$ cat src/triangle_pixel_coverage_shader_top_macros.svh
// ---------------------------------------------------------------------------
// triangle pixel coverage shader assertion macros
// concurrent assertion wrappers, clocked on clock, disabled during reset
// ---------------------------------------------------------------------------
`ifndef TRIANGLE_PIXEL_COVERAGE_SHADER_TOP_MACROS_SVH
`define TRIANGLE_PIXEL_COVERAGE_SHADER_TOP_MACROS_SVH

// same-cycle implication
`define TPCS_ASSERT_IMPL(label, pre, post) \
   label: assert property (@(posedge clock) disable iff (reset) (pre) |-> post) \
      else $error("assertion failed");

// next-cycle implication
`define TPCS_ASSERT_NEXT(label, pre, post) \
   label: assert property (@(posedge clock) disable iff (reset) (pre) |=> post) \
      else $error("assertion failed");

`endif

$ cat src/tpcs_pkg.sv
// ---------------------------------------------------------------------------
// tpcs_pkg
// widths, weights, register indexes and pipeline word types of the shader
// ---------------------------------------------------------------------------
package tpcs_pkg;

   localparam int COORD_BITS   = 10;
   localparam int DIFF_BITS    = COORD_BITS + 1;
   localparam int PROD_BITS    = 2 * DIFF_BITS;
   localparam int CONST_BITS   = 2 * COORD_BITS;
   localparam int AREA_BITS    = 2 * COORD_BITS + 4;
   localparam int MAG_BITS     = AREA_BITS - 1;
   localparam int GRAY_BITS    = 8;
   localparam int NUM_BITS     = MAG_BITS + GRAY_BITS;
   localparam int DIV_STEPS    = GRAY_BITS;
   localparam int FRONT_STAGES = 3;
   localparam int LATENCY      = FRONT_STAGES + DIV_STEPS;

   localparam int W_A = 23;
   localparam int W_B = 59;
   localparam int W_G = 255;

   localparam int ADDR_BITS    = 5;
   localparam int REG_IDX_BITS = 3;
   localparam int DATA_BITS    = 32;

   localparam logic [REG_IDX_BITS-1:0] REG_VERTEX_A_X = REG_IDX_BITS'(0);
   localparam logic [REG_IDX_BITS-1:0] REG_VERTEX_A_Y = REG_IDX_BITS'(1);
   localparam logic [REG_IDX_BITS-1:0] REG_VERTEX_B_X = REG_IDX_BITS'(2);
   localparam logic [REG_IDX_BITS-1:0] REG_VERTEX_B_Y = REG_IDX_BITS'(3);
   localparam logic [REG_IDX_BITS-1:0] REG_VERTEX_C_X = REG_IDX_BITS'(4);
   localparam logic [REG_IDX_BITS-1:0] REG_VERTEX_C_Y = REG_IDX_BITS'(5);

   typedef logic [COORD_BITS-1:0] coord_type;

   typedef struct packed {
      coord_type ax;
      coord_type ay;
      coord_type bx;
      coord_type by;
      coord_type cx;
      coord_type cy;
   } vertex_set_type;

   // one word moving down the divider chain
   typedef struct packed {
      coord_type              x;
      coord_type              y;
      logic                   covered;
      logic                   degenerate;
      logic [NUM_BITS-1:0]    rem;
      logic [NUM_BITS-1:0]    dsh;
      logic [GRAY_BITS-1:0]   quo;
   } div_word_type;

endpackage

$ cat src/tpcs_area_front.sv
// ---------------------------------------------------------------------------
// tpcs_area_front
// three-stage edge area pipeline: products, edge sums, coverage and numerator
// ---------------------------------------------------------------------------
module tpcs_area_front (
   input  logic                     clock,
   input  logic                     reset,
   input  logic                     in_valid,
   input  tpcs_pkg::coord_type      in_x,
   input  tpcs_pkg::coord_type      in_y,
   input  tpcs_pkg::vertex_set_type vertices,
   output logic                     out_valid,
   output tpcs_pkg::div_word_type   out_word
);

   localparam int AB = tpcs_pkg::AREA_BITS;
   localparam int NB = tpcs_pkg::NUM_BITS;

   function automatic logic [tpcs_pkg::MAG_BITS-1:0] mag_of(input logic signed [AB-1:0] v);
      logic signed [AB-1:0] n;
      n = -v;
      mag_of = v[AB-1] ? tpcs_pkg::MAG_BITS'(n) : tpcs_pkg::MAG_BITS'(v);
   endfunction

   tpcs_pkg::coord_type vx [3];
   tpcs_pkg::coord_type vy [3];

   assign vx[0] = vertices.ax;
   assign vy[0] = vertices.ay;
   assign vx[1] = vertices.bx;
   assign vy[1] = vertices.by;
   assign vx[2] = vertices.cx;
   assign vy[2] = vertices.cy;

   // stage 1: edge e runs from vertex q to vertex r, area linear in the pixel
   logic signed [tpcs_pkg::PROD_BITS-1:0] p1_in [3];
   logic signed [tpcs_pkg::PROD_BITS-1:0] p2_in [3];
   logic [tpcs_pkg::CONST_BITS-1:0]       c1_in [3];
   logic [tpcs_pkg::CONST_BITS-1:0]       c2_in [3];
   logic signed [tpcs_pkg::PROD_BITS-1:0] p1_ff [3];
   logic signed [tpcs_pkg::PROD_BITS-1:0] p2_ff [3];
   logic [tpcs_pkg::CONST_BITS-1:0]       c1_ff [3];
   logic [tpcs_pkg::CONST_BITS-1:0]       c2_ff [3];

   logic signed [tpcs_pkg::DIFF_BITS-1:0] px_s;
   logic signed [tpcs_pkg::DIFF_BITS-1:0] py_s;

   assign px_s = $signed({1'b0, in_x});
   assign py_s = $signed({1'b0, in_y});

   for (genvar e = 0; e < 3; e++) begin : g_edge
      localparam int Q = (e + 1) % 3;
      localparam int R = (e + 2) % 3;
      logic signed [tpcs_pkg::DIFF_BITS-1:0] kx;
      logic signed [tpcs_pkg::DIFF_BITS-1:0] ky;
      assign kx = $signed({1'b0, vy[Q]}) - $signed({1'b0, vy[R]});
      assign ky = $signed({1'b0, vx[R]}) - $signed({1'b0, vx[Q]});
      assign p1_in[e] = tpcs_pkg::PROD_BITS'(kx) * tpcs_pkg::PROD_BITS'(px_s);
      assign p2_in[e] = tpcs_pkg::PROD_BITS'(ky) * tpcs_pkg::PROD_BITS'(py_s);
      assign c1_in[e] = tpcs_pkg::CONST_BITS'(vy[R]) * tpcs_pkg::CONST_BITS'(vx[Q]);
      assign c2_in[e] = tpcs_pkg::CONST_BITS'(vy[Q]) * tpcs_pkg::CONST_BITS'(vx[R]);
   end

   logic                valid1_ff;
   tpcs_pkg::coord_type x1_ff;
   tpcs_pkg::coord_type y1_ff;

   always_ff @(posedge clock) begin
      if (reset) begin
         valid1_ff <= 1'b0;
      end else begin
         valid1_ff <= in_valid;
      end
   end

   always_ff @(posedge clock) begin
      x1_ff <= in_x;
      y1_ff <= in_y;
      for (int e = 0; e < 3; e++) begin
         p1_ff[e] <= p1_in[e];
         p2_ff[e] <= p2_in[e];
         c1_ff[e] <= c1_in[e];
         c2_ff[e] <= c2_in[e];
      end
   end

   // stage 2: signed edge areas
   logic signed [AB-1:0] area_in [3];
   logic signed [AB-1:0] area_ff [3];
   logic                 valid2_ff;
   tpcs_pkg::coord_type  x2_ff;
   tpcs_pkg::coord_type  y2_ff;

   always_comb begin
      for (int e = 0; e < 3; e++) begin
         area_in[e] = AB'(p1_ff[e]) + AB'(p2_ff[e])
                    + $signed(AB'(c1_ff[e])) - $signed(AB'(c2_ff[e]));
      end
   end

   always_ff @(posedge clock) begin
      if (reset) begin
         valid2_ff <= 1'b0;
      end else begin
         valid2_ff <= valid1_ff;
      end
   end

   always_ff @(posedge clock) begin
      x2_ff <= x1_ff;
      y2_ff <= y1_ff;
      for (int e = 0; e < 3; e++) begin
         area_ff[e] <= area_in[e];
      end
   end

   // stage 3: total area is the sum of the sub-areas
   logic signed [AB-1:0]          total;
   logic                          all_nonneg;
   logic                          all_nonpos;
   logic                          degen;
   logic                          cov;
   logic [tpcs_pkg::MAG_BITS-1:0] mag_a;
   logic [tpcs_pkg::MAG_BITS-1:0] mag_b;
   logic [tpcs_pkg::MAG_BITS-1:0] mag_g;
   logic [tpcs_pkg::MAG_BITS-1:0] mag_t;
   logic [NB-1:0]                 num;
   tpcs_pkg::div_word_type        word_in;
   tpcs_pkg::div_word_type        word_ff;
   logic                          valid3_ff;

   always_comb begin
      total      = area_ff[0] + area_ff[1] + area_ff[2];
      all_nonneg = !area_ff[0][AB-1] && !area_ff[1][AB-1] && !area_ff[2][AB-1];
      all_nonpos = (area_ff[0][AB-1] || (area_ff[0] == '0))
                && (area_ff[1][AB-1] || (area_ff[1] == '0))
                && (area_ff[2][AB-1] || (area_ff[2] == '0));
      degen      = (total == '0);
      cov        = !degen && (all_nonneg || all_nonpos);
      mag_a      = mag_of(area_ff[0]);
      mag_b      = mag_of(area_ff[1]);
      mag_g      = mag_of(area_ff[2]);
      mag_t      = mag_of(total);
      num        = NB'(tpcs_pkg::W_A) * NB'(mag_a)
                 + NB'(tpcs_pkg::W_B) * NB'(mag_b)
                 + NB'(tpcs_pkg::W_G) * NB'(mag_g);
      word_in.x          = x2_ff;
      word_in.y          = y2_ff;
      word_in.covered    = cov;
      word_in.degenerate = degen;
      word_in.rem        = cov ? num : '0;
      // divisor lined up with the top quotient bit
      word_in.dsh        = NB'(mag_t) << (tpcs_pkg::GRAY_BITS - 1);
      word_in.quo        = '0;
   end

   always_ff @(posedge clock) begin
      if (reset) begin
         valid3_ff <= 1'b0;
      end else begin
         valid3_ff <= valid2_ff;
      end
   end

   always_ff @(posedge clock) begin
      word_ff <= word_in;
   end

   assign out_valid = valid3_ff;
   assign out_word  = word_ff;

endmodule

$ cat config.mk
export PLATFORM = sky130hd
export DESIGN_NAME = tpcs_area_front
export DESIGN_NICKNAME = d
export VERILOG_FILES = /design/src/triangle_pixel_coverage_shader_top_macros.svh /design/src/tpcs_pkg.sv /design/src/tpcs_area_front.sv
export SDC_FILE = /design/constraint.sdc
export NUM_CORES = 2
export LEC_CHECK = 0
export ABC_AREA = 1
export ABC_CLOCK_PERIOD_IN_PS = 6400
export BUFFER_PORTS_ARGS = -buffer_cell sky130_fd_sc_hd__buf_2
export CORE_ASPECT_RATIO = 0.8
export CORE_MARGIN = 5
export CORE_UTILIZATION = 59
export DETAILED_ROUTE_END_ITERATION = 6
export GPL_ROUTABILITY_DRIVEN = 0
export PLACE_DENSITY_LB_ADDON = 0.1
export SYNTH_ARGS = -nofsm -noshare
export SYNTH_HDL_FRONTEND = slang
export SYNTH_SLANG_ARGS = --single-unit
$ cat constraint.sdc
create_clock -name clock -period 6.4 [get_ports clock]
set_input_delay 0.64 -clock clock [delete_from_list [all_inputs] [get_ports clock]]
set_output_delay 0.64 -clock clock [all_outputs]
set_load 0.03 [all_outputs]
==> flow_metrics.tcl <==
set metrics [dict create \
    dp_slack_ps -607 \
    synth_top_family_by_area "adder cells" \
    relSlewSlack_pct 23.9 \
    status "complete, but fails checks" \
    synthAdderAreaFrac_pct 50.6 \
    htreeDepth 2 \
    rr_endpoint "out_word[69]" \
    synth_xor_area_share_pct 4.95 \
    grt_pass1_vias 69900 \
    grt_first_pass_wirelength_mm 391 \
    worstPathMaxFanout 5 \
    synth-seq-cells 443 \
    synth-seq-area-share_pct 11.1 \
    hold_path.class "input pin to register" \
    critPathBufInv 5 \
    setup_ws_ps -191 \
    critPathLaunch "area_ff[0][34]" \
    grtUsageTotal_pct 35.2 \
    cts_tree "built" \
    routedWlPerCell_um 19.9 \
    port_buffers 159 \
    antenna_found_initial 30 \
    fin_area_mm2 0.0932 \
    fp.dieW_um 421 \
    nNetsFinal 13100 \
    synthMuxAreaShare_pct 0 \
    syn_inst 9696 \
    synthSimpleGateAreaFrac_pct 14.1 \
    cap_viol_max_count 0 \
    crit_arrival_ps 7120 \
    holdBufCountCts 0 \
    area_delta_synth_final_pct 16.8 \
    path_class "register to register" \
    worstRegToRegCells 26 \
    endpoint "out_word[69]" \
    ys.flop_type "dfxtp_1" \
    clockBufferDepth 3 \
    post-place-cells 12400 \
    fillerInstances 10800 \
    synth_edf_count 0 \
    slowest_stage "fa_1" \
    cp_slowest_stage_delay_ps 510 \
    failed_checks "DRC, setup timing" \
    first_pass_iters 7 \
    hpwl_mm 212 \
    clock_skew_ps 25.6 \
    place_area_mm2 0.0892 \
    ant_nets 0 \
    period_minus_slack_ps 6590 \
    worst_slew_pin_slew_ps 1140 \
    final_cells 12500 \
    crit_path_start_kind "register" \
    timing.final.crit_share_pct 103 \
    die_area_mm2 0.143 \
    crit_family "adder cells" \
    overflow 0 \
    cp.required_ps 6930 \
    design.core.area_mm2 0.134 \
    num_io_pins 176 \
    synth_cell_types 48 \
    grt_max_degree 34 \
    setup_viol 11 \
    root_buffer "clkbuf_16" \
    cts_made_buffers 53 \
    endpoint_kind "register" \
    fmax_mhz 152 \
    drt_wl_total_mm 249 \
    synth_area_mm2 0.0798 \
    first_iter_violations 5731 \
    clk_pin_slew_ps 80 \
    die_h_um 339 \
    yosysWarnings 0 \
    slew_violations 0 \
    avgSynthCellArea_um2 8.23 \
    async_flop_share_pct 0 \
    r2r_slack_ps -190 \
    worstSetupPathDepth 26 \
    drc 32 \
    clkSinkCount 443 \
    reg2reg_from "area_ff[0][34]" \
    initial_core_util_pct 59.6 \
    holdWs_ps 84.7 \
    hold_viol_final 0 \
    cp_common_cell "fa_1" \
    via_count 67000 \
    viasPerCell 5.35 \
    drive_above_1_share_pct 16.3 \
    clock_latency_ps 680 \
    rsz0062_at_grt "true" \
    num_rows 120 \
    synth_compound_area_share_pct 5.42 \
]
[sequential cells by signal, summed over array words and instances (netlist names), 60 cells and up]
signal    cells
area_ff      72
out_word     76
c2_ff        60
p1_ff        66
c1_ff        60
p2_ff        66
[Yosys cell counts (36+ instances only)]
cell / instances / area, um2
nand2_1: 1647 / 6180
nand4_1: 55 / 344
xor2_1: 293 / 2570
inv_1: 2679 / 10100
or2_2: 115 / 719
dfxtp_1: 443 / 8870
clkbuf_1: 199 / 747
o21ai_0: 229 / 1150
nor2_2: 36 / 225
nor2_1: 579 / 2170
ha_1: 913 / 11400
nand3_1: 198 / 991
a21oi_1: 442 / 2210
fa_1: 1446 / 28900
nor3_1: 53 / 265
xnor2_1: 158 / 1380
[worst reg2reg max path: cells and delay by family (launching register included)]
family          cells  cell delay, ps
simple gates       11            1930
xor+xnor            3             550
compound gates      1             320
fa+ha+maj           6            2770
buf+inv             5             480
flops               1             400
[routing by layer]
| layer | wire [um] | share of wire [%] | up-vias | GRT usage, % |
|---|---|---|---|---|
| li1 | - | - | 30600 | - |
| met1 | 103000 | 41 | 32600 | 48.9 |
| met2 | 103000 | 41 | 3253 | 51.2 |
| met3 | 31500 | 13 | 573 | 11.5 |
| met4 | 11900 | 4.8 | 12 | 13.5 |
| met5 | 361 | 0.14 | - | 2.03 |
[per-stage QoR]
step                util, %  setup TNS (ps)
finish                 69.5           -1050
detailed placement     66.6          -29920
global route           69.5           -4430
CTS                    68.8            -234
global placement       66.6          -22410
floorplan                 -           -52.1
[area by class of cell]
cell class                 count  area, um2  area share (%)
inverter                    2687      10100            10.8
clock inverter                25        303           0.325
timing repair buffer        1145       8460            9.07
clock buffer                  74       1550            1.66
multi-input combinational   6358      61700            66.2
antenna                       17       42.5          0.0456
sequential                   443       8880            9.53
tap                         1769       2210            2.37
[cells by family (layout without fill, tap and decap cells)]
kind of cell    Yosys count  in the layout
compound gates          799            799
xor+xnor                451            451
fa+ha+maj              2359           2359
buf+inv                2910           3931
flops                   443            443
other cells               1             33
simple gates           2733           2733
[cells in the final DEF (no fill, tap or decap), types with 11 or more instances in the layout]
| master | n |
|---|---|
| o21ai_2 | 15 |
| o2111ai_1 | 16 |
| inv_2 | 62 |
| buf_4 | 957 |
| o21ai_1 | 31 |
| fa_1 | 1429 |
| inv_1 | 2619 |
| o21bai_1 | 14 |
| nand4_1 | 55 |
| nand3_2 | 16 |
| nand2_1 | 1602 |
| dfxtp_1 | 434 |
| o31ai_1 | 23 |
| xor2_1 | 269 |
| a31oi_1 | 11 |
| clkbuf_8 | 12 |
| nor2_1 | 547 |
| conb_1 | 16 |
| xnor2_1 | 149 |
| nor2_4 | 12 |
| buf_6 | 16 |
| nand3_1 | 188 |
| clkbuf_16 | 54 |
| a21o_1 | 16 |
| nand2_4 | 15 |
| nor2_2 | 60 |
| buf_12 | 15 |
| a21oi_1 | 399 |
| o21ai_0 | 185 |
| nor3_2 | 11 |
| nor3_1 | 42 |
| or2_2 | 114 |
| diode_2 | 17 |
| fa_2 | 17 |
| a21oi_2 | 40 |
| xor2_2 | 15 |
| ha_1 | 878 |
| buf_2 | 154 |
| nand2_2 | 40 |
| ha_4 | 33 |
[worst min-delay path by stage]
| stage | from | endpoint | slack, ps | cells after the start |
|---|---|---|---|---|
| final | in_x[9] | x1_ff[9] | 80 | 1 |
| after global routing | in_x[9] | x1_ff[9] | 60 | 1 |
| after CTS | in_x[9] | x1_ff[9] | 40 | 1 |
| after detailed placement | x1_ff[1] | x2_ff[1] | 310 | 0 |
| after global placement | x1_ff[7] | x2_ff[7] | 310 | 0 |
| after floorplan | y2_ff[0] | out_word[72] | 310 | 0 |
[what timing repair did]
item | in CTS | in global routing
buffers inserted | 31 | 20
endpoints found under the hold margin | 0 | 0
resized for setup | 222 | 210
pin swaps | 102 | 86
endpoints found under the setup margin | 21 | 70
Power is left out: the tool's default activity adds up to more than one toggle a clock period on the data nets, which glitch-free logic cannot reach.
