==> src/triangle_pixel_coverage_shader_top_macros.svh <==
// ---------------------------------------------------------------------------
// triangle pixel coverage shader assertion macros
// concurrent assertion wrappers, clocked on clock, disabled during reset
// ---------------------------------------------------------------------------
`ifndef TRIANGLE_PIXEL_COVERAGE_SHADER_TOP_MACROS_SVH
`define TRIANGLE_PIXEL_COVERAGE_SHADER_TOP_MACROS_SVH

// same-cycle implication
`define TPCS_ASSERT_IMPL(label, pre, post) \
   label: assert property (@(posedge clock) disable iff (reset) (pre) |-> post) \
      else $error("assertion failed");

// next-cycle implication
`define TPCS_ASSERT_NEXT(label, pre, post) \
   label: assert property (@(posedge clock) disable iff (reset) (pre) |=> post) \
      else $error("assertion failed");

`endif

==> src/tpcs_pkg.sv <==
// ---------------------------------------------------------------------------
// tpcs_pkg
// widths, weights, register indexes and pipeline word types of the shader
// ---------------------------------------------------------------------------
package tpcs_pkg;

   localparam int COORD_BITS   = 10;
   localparam int DIFF_BITS    = COORD_BITS + 1;
   localparam int PROD_BITS    = 2 * DIFF_BITS;
   localparam int CONST_BITS   = 2 * COORD_BITS;
   localparam int AREA_BITS    = 2 * COORD_BITS + 4;
   localparam int MAG_BITS     = AREA_BITS - 1;
   localparam int GRAY_BITS    = 8;
   localparam int NUM_BITS     = MAG_BITS + GRAY_BITS;
   localparam int DIV_STEPS    = GRAY_BITS;
   localparam int FRONT_STAGES = 3;
   localparam int LATENCY      = FRONT_STAGES + DIV_STEPS;

   localparam int W_A = 23;
   localparam int W_B = 59;
   localparam int W_G = 255;

   localparam int ADDR_BITS    = 5;
   localparam int REG_IDX_BITS = 3;
   localparam int DATA_BITS    = 32;

   localparam logic [REG_IDX_BITS-1:0] REG_VERTEX_A_X = REG_IDX_BITS'(0);
   localparam logic [REG_IDX_BITS-1:0] REG_VERTEX_A_Y = REG_IDX_BITS'(1);
   localparam logic [REG_IDX_BITS-1:0] REG_VERTEX_B_X = REG_IDX_BITS'(2);
   localparam logic [REG_IDX_BITS-1:0] REG_VERTEX_B_Y = REG_IDX_BITS'(3);
   localparam logic [REG_IDX_BITS-1:0] REG_VERTEX_C_X = REG_IDX_BITS'(4);
   localparam logic [REG_IDX_BITS-1:0] REG_VERTEX_C_Y = REG_IDX_BITS'(5);

   typedef logic [COORD_BITS-1:0] coord_type;

   typedef struct packed {
      coord_type ax;
      coord_type ay;
      coord_type bx;
      coord_type by;
      coord_type cx;
      coord_type cy;
   } vertex_set_type;

   // one word moving down the divider chain
   typedef struct packed {
      coord_type              x;
      coord_type              y;
      logic                   covered;
      logic                   degenerate;
      logic [NUM_BITS-1:0]    rem;
      logic [NUM_BITS-1:0]    dsh;
      logic [GRAY_BITS-1:0]   quo;
   } div_word_type;

endpackage

==> src/tpcs_div_cell.sv <==
// ---------------------------------------------------------------------------
// tpcs_div_cell
// one restoring division step: settles one quotient bit and hands on the word
// ---------------------------------------------------------------------------
module tpcs_div_cell (
   input  logic                   clock,
   input  logic                   reset,
   input  logic                   prev_valid,
   input  tpcs_pkg::div_word_type prev_word,
   output logic                   valid,
   output tpcs_pkg::div_word_type word
);

   logic                   valid_ff;
   tpcs_pkg::div_word_type word_in;
   tpcs_pkg::div_word_type word_ff;

   always_comb begin
      word_in = prev_word;
      if (prev_word.rem >= prev_word.dsh) begin
         word_in.rem = prev_word.rem - prev_word.dsh;
         word_in.quo = {prev_word.quo[tpcs_pkg::GRAY_BITS-2:0], 1'b1};
      end else begin
         word_in.quo = {prev_word.quo[tpcs_pkg::GRAY_BITS-2:0], 1'b0};
      end
      word_in.dsh = prev_word.dsh >> 1;
   end

   always_ff @(posedge clock) begin
      if (reset) begin
         valid_ff <= 1'b0;
      end else begin
         valid_ff <= prev_valid;
      end
   end

   always_ff @(posedge clock) begin
      word_ff <= word_in;
   end

   assign valid = valid_ff;
   assign word  = word_ff;

endmodule

==> config.mk <==
export PLATFORM = sky130hd
export DESIGN_NAME = tpcs_div_cell
export DESIGN_NICKNAME = d
export VERILOG_FILES = /design/src/triangle_pixel_coverage_shader_top_macros.svh /design/src/tpcs_pkg.sv /design/src/tpcs_div_cell.sv
export SDC_FILE = /design/constraint.sdc
export NUM_CORES = 1
export LEC_CHECK = 0
export ABC_AREA = 1
export BUFFER_PORTS_ARGS = -buffer_cell sky130_fd_sc_hd__buf_2
export CORE_AREA = 10 10 137 102
export DETAILED_ROUTE_END_ITERATION = 12
export DIE_AREA = 0 0 147 112
export PLACE_DENSITY_LB_ADDON = 0.1
export SLEW_MARGIN = 5
export SYNTH_ARGS = -nofsm -noshare
export SYNTH_HDL_FRONTEND = slang
export SYNTH_SLANG_ARGS = --single-unit
==> constraint.sdc <==
create_clock -name clock -period 1.7 [get_ports clock]
set_clock_uncertainty 0.05 [all_clocks]
set_input_delay 0.085 -clock clock [delete_from_list [all_inputs] [get_ports clock]]
set_output_delay 0.085 -clock clock [all_outputs]
set_load 0.005 [all_outputs]
==> run summary, run 1 <==
The flow ran to the end, and the final reports show no timing, DRC or antenna violations. In this run the vertical extent of the chip is 112 um. The share of the synthesized area in the top cell type is 37.0%, and the setup fix buffers added after clock tree synthesis is 0. The master cell of the clock root buffer is clkbuf_16. The class of the tightest hold or removal check was in2reg. The final number of max-transition violations was 0; the number of rows in the core area was 33.

The count of nets left with antenna violations once routing finished came out at 0. The total of buffers placed on input and output ports is 185, and the slack of the critical path is 0.0975 ns. The DRC violation total after the first TritonRoute iteration is 397.

In this run the power density over the cells is 798 nW/um^2. The fmax was 624 MHz. The worst setup path is captured at a flip-flop.

The run gives 17100 um as the total routed wirelength. The longest clock path from root to sink contains 2 buffers. After synthesis, the share of flip-flops with an asynchronous set or reset is 0%. Setup violations remaining at the end of the flow were counted as 0. The initial standard-cell utilization of the core is 43.9%. The logs give -0.251 ns for the post-placement setup slack and 6330 uW for the overall power of the completed layout.

The number of antenna violations at the first check in global routing was 0. At the worst endpoint, the arrival time is 1.80 ns. Critical path startpoint category: a primary input. The number of search-and-repair iterations in the first detailed-routing pass was 5.

Cell family with the largest share of critical-path delay: simple AND/OR/NAND/NOR gates. The run gives 0 as the count of unresolved DRC violations after routing. The die is 147 um wide. For the number of hold violations in the final report, the log shows 0. The total overflow reported by the global router was 0. CTS built an H-tree with a depth of 3. The cell count after synthesis came out at 741. Hold timing on the final database bottoms out at a slack of 0.0128 ns.

The ratio of final minimum period to clock period was 94.3%; the netlist area before placement was 4980 sq um. For this design, the slowest cell found on the critical path is fa_1. The critical path starts at prev_word[8]. The number of synthesis warnings was 0; the count of inserted antenna diode cells was 0. The placed instance count came out at 1171. The floorplan step defined a die boundary enclosing 16500 sq um. The net count after synthesis is 868, and the area inside the core boundary is 11400 sq um. In the final layout, the share of cells above drive strength 1 is 29.7%.

The clock net in this run drives a total of 92 sinks. The count of flip-flops with a built-in enable after synthesis is 0. TritonCTS built the clock tree. The part of the Yosys area used for sequential elements is 37.0%, and the max-capacitance violation count is 0. The most frequently used flop master after synthesis was dfxtp_1.

Entering global routing, the biggest net connects 20 pins. Wire length per cell after detailed routing: 13.5 um. For this block, the via count after detailed routing is 5580. The number of global-route vias before repair came out at 5640. The most common cell in the synthesized netlist is nand2_1. Among the stages of the critical path, the cell type that occurs most often is nand3_1. In the routed layout, each cell is associated on average with a via count of 4.40. Post-synthesis cell type count: 29.

Setup repair after global routing left no endpoint under its margin. Relative to the synthesized area, the layout overhead comes to 59.2%. The commonest cells after synthesis are nand2_1, inv_1, dfxtp_1, nand3_1, nor2_1.

The buffering stage count on the worst path with inverters included works out to 3. Adding up every negative setup slack in the final design gives 0 ns. Across every metal layer, demand over resource in global routing totals 20.6%. In this run the most critical hold path is launched from prev_word[60]. The synthesis-stage register bit count is 92.

Of all nets on the critical path, the largest fanout is 3. The mean cell area of the mapped netlist was 6.72 sq um; the worst endpoint required time was 1.90 ns. The largest single stage delay on the critical path is 0.39 ns. IR analysis of the VDD net gives a maximum drop of 0.502 mV. By startpoint and endpoint, the worst setup path is classified as in2reg.

Traced cell by cell, the critical path runs through buf_2 > ha_1 > fa_1 > inv_1 > buf_4 > nand3_1 > nand3_1 > nand2_1 > nand3_1 > nand2_1 > nand3_1 > nand2_1. The shortest clock period the worst path allows after layout is 1.60 ns. The final cell count without fillers was 1269. The tools report the number of top-level design ports as 188.

After the last flow step, the layout net total stands at 1234. The endpoint with the worst hold slack was word[60]. Clock buffer count from CTS: 9. The global placement routability congestion is 0.973, and the static leakage is 0.00467 uW. The worst hold path was traced through 4 stages. Clock-pin slew was measured on the worst setup and hold paths at 0.07 ns. Ranked by total cell area, the synthesized netlist is headed by dfxtp_1, nand2_1, inv_1, ha_1, nand3_1. Once detailed placement completed, the half-perimeter wirelength came to 13300 um. The first-pass GRT wire length was 28000 um. The biggest area contributor in the post-synthesis netlist is dfxtp_1.
## how the worst max path moves through the flow
| stage | to | slack (ns) | depth (start not counted) |
|---|---|---|---|
| after CTS | word[64] | 0.12 | 13 |
| after global routing | word[64] | 0.003 | 13 |
| after detailed placement | word[59] | -0.25 | 13 |
| after global placement | word[65] | -0.23 | 12 |
| final | word[65] | 0.1 | 12 |
| after floorplan | word[66] | 0.05 | 13 |
## layout make-up
type | count | area (sq um)
Clock buffer | 9 | 225
Inverter | 156 | 586
Clock inverter | 7 | 67.6
Sequential cell | 92 | 1840
Tap cell | 157 | 196
Multi-Input combinational cell | 483 | 2480
Timing Repair Buffer | 365 | 2540
Fill cell | 999 | 3420
## worst min-delay path, stage by stage
cell	delay, ns
buf_2	0.09
buf_4	0.09
nand3_1	0.06
nand2_1	0.06
## repair_timing
action,CTS,global route
resized for setup,0,9
endpoints found under the hold margin,81,0
hold buffers,82,0
setup endpoints to repair,0,31
## registers in the layout (all words and copies together) (netlist names)
name,count
valid,1
word,91
## through the flow
step / cell area [sq um] / utilization [%]
floorplan: 4980 / -
global placement: 6790 / 59.8
detailed placement: 6790 / 59.8
CTS: 7910 / 69.6
global route: 7930 / 69.8
finish: 7930 / 69.8
## per-layer routing
metal / global-route usage [%] / wire, um / up-vias / part of all wire, %
li1: - / - / 2964 / -
met1: 27.0 / 7990 / 2429 / 47
met2: 33.1 / 7700 / 172 / 45
met3: 5.74 / 1270 / 15 / 7.4
met4: 3.89 / 167 / 0 / 0.98
met5: 0 / 0 / - / 0
## logic make-up (layout without fill, tap and decap cells)
kind of cell / count (synthesis) / in the layout / synth area share [%]
buffers and inverters: 166 / 537 / 13.8
other: 1 / 1 / 0.0753
DFF: 92 / 92 / 37.0
adders and majority gates: 32 / 32 / 8.19
AOI/OAI and AO/OA: 20 / 20 / 2.11
xor gates and xnor gates: 15 / 15 / 2.64
and+or+nand+nor: 415 / 415 / 36.2
## power breakdown
| group | internal (uW) | switching, uW | total [uW] | leakage, uW |
|---|---|---|---|---|
| clock network | 1030 | 922 | 1950 | 0.000145 |
| logic | 964 | 1000 | 1970 | 0.00375 |
| registers | 2370 | 44.7 | 2410 | 0.000776 |
## cell usage in the layout, fill, tap and decap left out, drive strengths merged
master       synthesis  final
nand3               76     76
nor2                43     43
o21ai                3      3
xnor2                1      1
clkinv               0      4
nand2              275    275
a21oi               15     15
and2                 3      3
nand3b               3      3
ha                  31     31
nor3                 7      7
conb                 1      1
buf                  9    283
nand4                8      8
clkbuf               1      9
fa                   1      1
o21bai               2      2
xor2                14     14
dlygate4sd3          0     82
inv                156    159
dfxtp               92     92
(Power assumes the default switching activity.)
==> inputs of run 2 (changes only) <==
Settings changed: CELL_PAD_IN_SITES_DETAIL_PLACEMENT set to 1, CELL_PAD_IN_SITES_GLOBAL_PLACEMENT set to 2, CORE_AREA 10 10 137 102 to 10 10 187 137, DIE_AREA 0 0 147 112 to 0 0 197 147.
==> run summary, run 2 (synthesis gave the netlist of run 1 again) <==
The flow ran to the end, and the final reports show no timing, DRC or antenna violations. The detail-routed via count per cell came out at 3.97. TritonCTS built the clock tree.

For this run, design rule violations remaining after detail routing come to 0. The logs give 0 for the total overflow reported by the global router and 22.5% for the initial standard-cell utilization of the core. The signal on the critical path passes through buf_2 > inv_1 > ha_1 > fa_1 > inv_1 > nand3_1 > nand3_2 > nand3_1 > nand3_1 > nand2_1 > nand2_1 > nand2_1 > nand3_2 > nand2_1.

The run gives 32.6% as the share of power burned in combinational logic. Once routing completed, OpenROAD measured the worst setup slack at 0.0598 ns. The sum of negative setup slack is 0 ns, and the shortest clock period the worst path allows after layout is 1.64 ns. Sequential cells burn 36.3% of the power. Derived from the worst setup path, the maximum achievable clock frequency is 610 MHz. The DRC violation total after the first TritonRoute iteration is 137. The post-placement setup slack was -0.365 ns; the die area was 29000 sq um. Once layout is complete, the cells apart from fillers number 1432. Class of the tightest hold or removal check: in2reg. For the met2 global-route usage, the log shows 22.6%. Power spread over the standard cell area amounts to 782 nW/um^2. For the number of antenna violations at the first check in global routing, the log shows 0.

For this run, the detailed router's first-pass iteration total came to 4. Die extent in x: 197 um. For the number of failing setup endpoints in the final timing report, the log shows 0.

The cell family with the largest share of critical-path delay is simple AND/OR/NAND/NOR gates. For the maximum number of pins on one net before global-route repair, the log shows 21. In this run the deepest clock path goes through 2 buffers. The register with the most flip-flops in the layout has 91 of them.

For this run, the share of the core covered by cells in the final layout is 38.5%. In this run switching power makes up 30.3% of total power. Most common cell after layout, fill and taps aside: nand2_1. The tools report the startpoint of the most critical hold path as prev_word[62]. Classification of the worst setup path: in2reg. The fraction of layout instances using a drive strength above 1 was 33.9%.

For this run, the total global-route usage over all layers was measured as 15.1%. Dividing the detail-routed wire length by the instance count gives 15.1 um. The number of hold violations in the final report is 0.

At the worst endpoint, the arrival time is 1.84 ns. The net count of the finished layout is 1268. The total stage count of the critical path is 14. Post-CTS timing repair inserted 0 buffers for setup. The overall power of the completed layout came out at 6650 uW. Number of rows in the core area: 46. Summed over all nets, the switching power comes to 2010 uW. After layout, the worst path uses 96.5% of the clock period. The tools report the max-capacitance violation count as 0. For the final antenna-violating net count, the log shows 0.

188 I/O pins were placed. The static leakage is 0.00486 uW. The layout filler cell count came out at 2849. The H-tree generated during clock tree synthesis spans 3 levels. The area inside the core boundary came out at 22100 sq um.

The cell occurring most often along the worst timing path was nand2_1. At the end of routability-driven placement, the weighted congestion stood at 0.827. After clock tree synthesis, the clock-pin slew on the worst setup and hold paths is 0.07 ns. For the count of inserted antenna diode cells, the log shows 0. Endpoint with the worst hold slack: word[62]. The critical path capture point type was a flip-flop. Once detailed placement completed, the half-perimeter wirelength came to 17700 um. The largest individual stage delay along the critical path comes from the cell fa_1. The internal cell power came out at 4640 uW. Number of global-route vias before repair: 6057.

In this run, the clock network consumes 31.1% of the power. For this run, global-route usage on met1 was measured as 21.3%. The worst hold path was traced through 4 stages.

The first global-routing pass estimated 34100 um of wire. The root buffer cell chosen for the clock tree is clkbuf_16. The run gives 21600 um as the total routed wirelength.

For met3 alone, demand over resource in global routing was 3.70%. The run gives 92 as the CTS sink count. The flip-flop and latch area came out at 1840 sq um. The library cells used most frequently in the layout, excluding fill and tap cells, are nand2_1, buf_2, inv_1. The buffering stage count on the worst path with inverters included works out to 3. For this block, the via count after detailed routing is 5692. The overall die height came out at 147 um. The final number of max-transition violations is 0. The area growth from synthesis to layout is 70.7%, and the placed instance count is 1336.

The biggest fanout along the worst timing path is 3, and the total of buffers placed on input and output ports is 185. The logs give 9 for the clock buffer count from CTS and 2600 sq um for the area occupied by multi-input gates. IR analysis of the VDD net gives a maximum drop of 0.461 mV. For the worst setup path, the data required time is 1.90 ns. The global routing stage identified its most utilized layer as met2. Delay of the slowest cell on the worst path: 0.40 ns. The worst setup path is launched from a primary input.
## run 2: cell count changes in the layout (fill, tap and decap cells not counted), moves of 3 or more
cell     previous run  this run
nor2_2              6         9
nor3_2              0         3
ha_1               28        22
nor3_1              5         2
nand2_2             5        15
nand3_1            64        61
nand3_2            11        14
nor2_1             37        33
nand2_1           270       260
buf_4              93       126
ha_4                0         4
## run 2: worst max-delay path by stage
stage	slack (ns)	to	startpoint
final	0.06	word[67]	prev_word[39]
after detailed placement	-0.36	word[67]	prev_word[39]
after floorplan	0.05	word[66]	prev_word[38]
after CTS	0.03	word[67]	prev_word[39]
after global placement	-0.34	word[64]	prev_word[32]
after global routing	-0.003	word[49]	prev_word[23]
## run 2: routing by layer
metal / routed length (um) / share of wire (%)
met3: 870 / 4.0
met2: 9180 / 43
met1: 11400 / 53
met4: 162 / 0.75
met5: 0 / 0
## run 2: through the flow
step / cell area (sq um) / hold slack (ns)
CTS: 8360 / 0.000135
global placement: 7240 / 0.137
global route: 8500 / 0.0370
detailed placement: 7240 / 0.139
floorplan: 4980 / 0.0627
finish: 8500 / 0.0170
## run 2: timing repair
action,CTS,global route
endpoints found under the setup margin,0,31
gates resized for setup,0,35
endpoints found under the hold margin,81,0
hold buffers,82,0
## run 2: area by class of cell
| cell class | count | area share (%) |
|---|---|---|
| Clock buffer | 11 | 2.97 |
| Inverter | 156 | 6.89 |
| Multi-Input combinational cell | 483 | 30.6 |
| Timing Repair Buffer | 399 | 33.1 |
| Sequential cell | 92 | 21.7 |
| Clock inverter | 3 | 0.559 |
| Tap cell | 288 | 4.24 |
## run 2: power by group through the flow
stage,Combinational (uW),Clock (uW),Sequential [uW]
2_1_floorplan,879,0,2510
3_3_place_gp,1980,0,2470
3_5_place_dp,1990,0,2460
4_1_cts,2150,2170,2420
5_1_grt,2450,2250,2440
6_report,2170,2070,2420
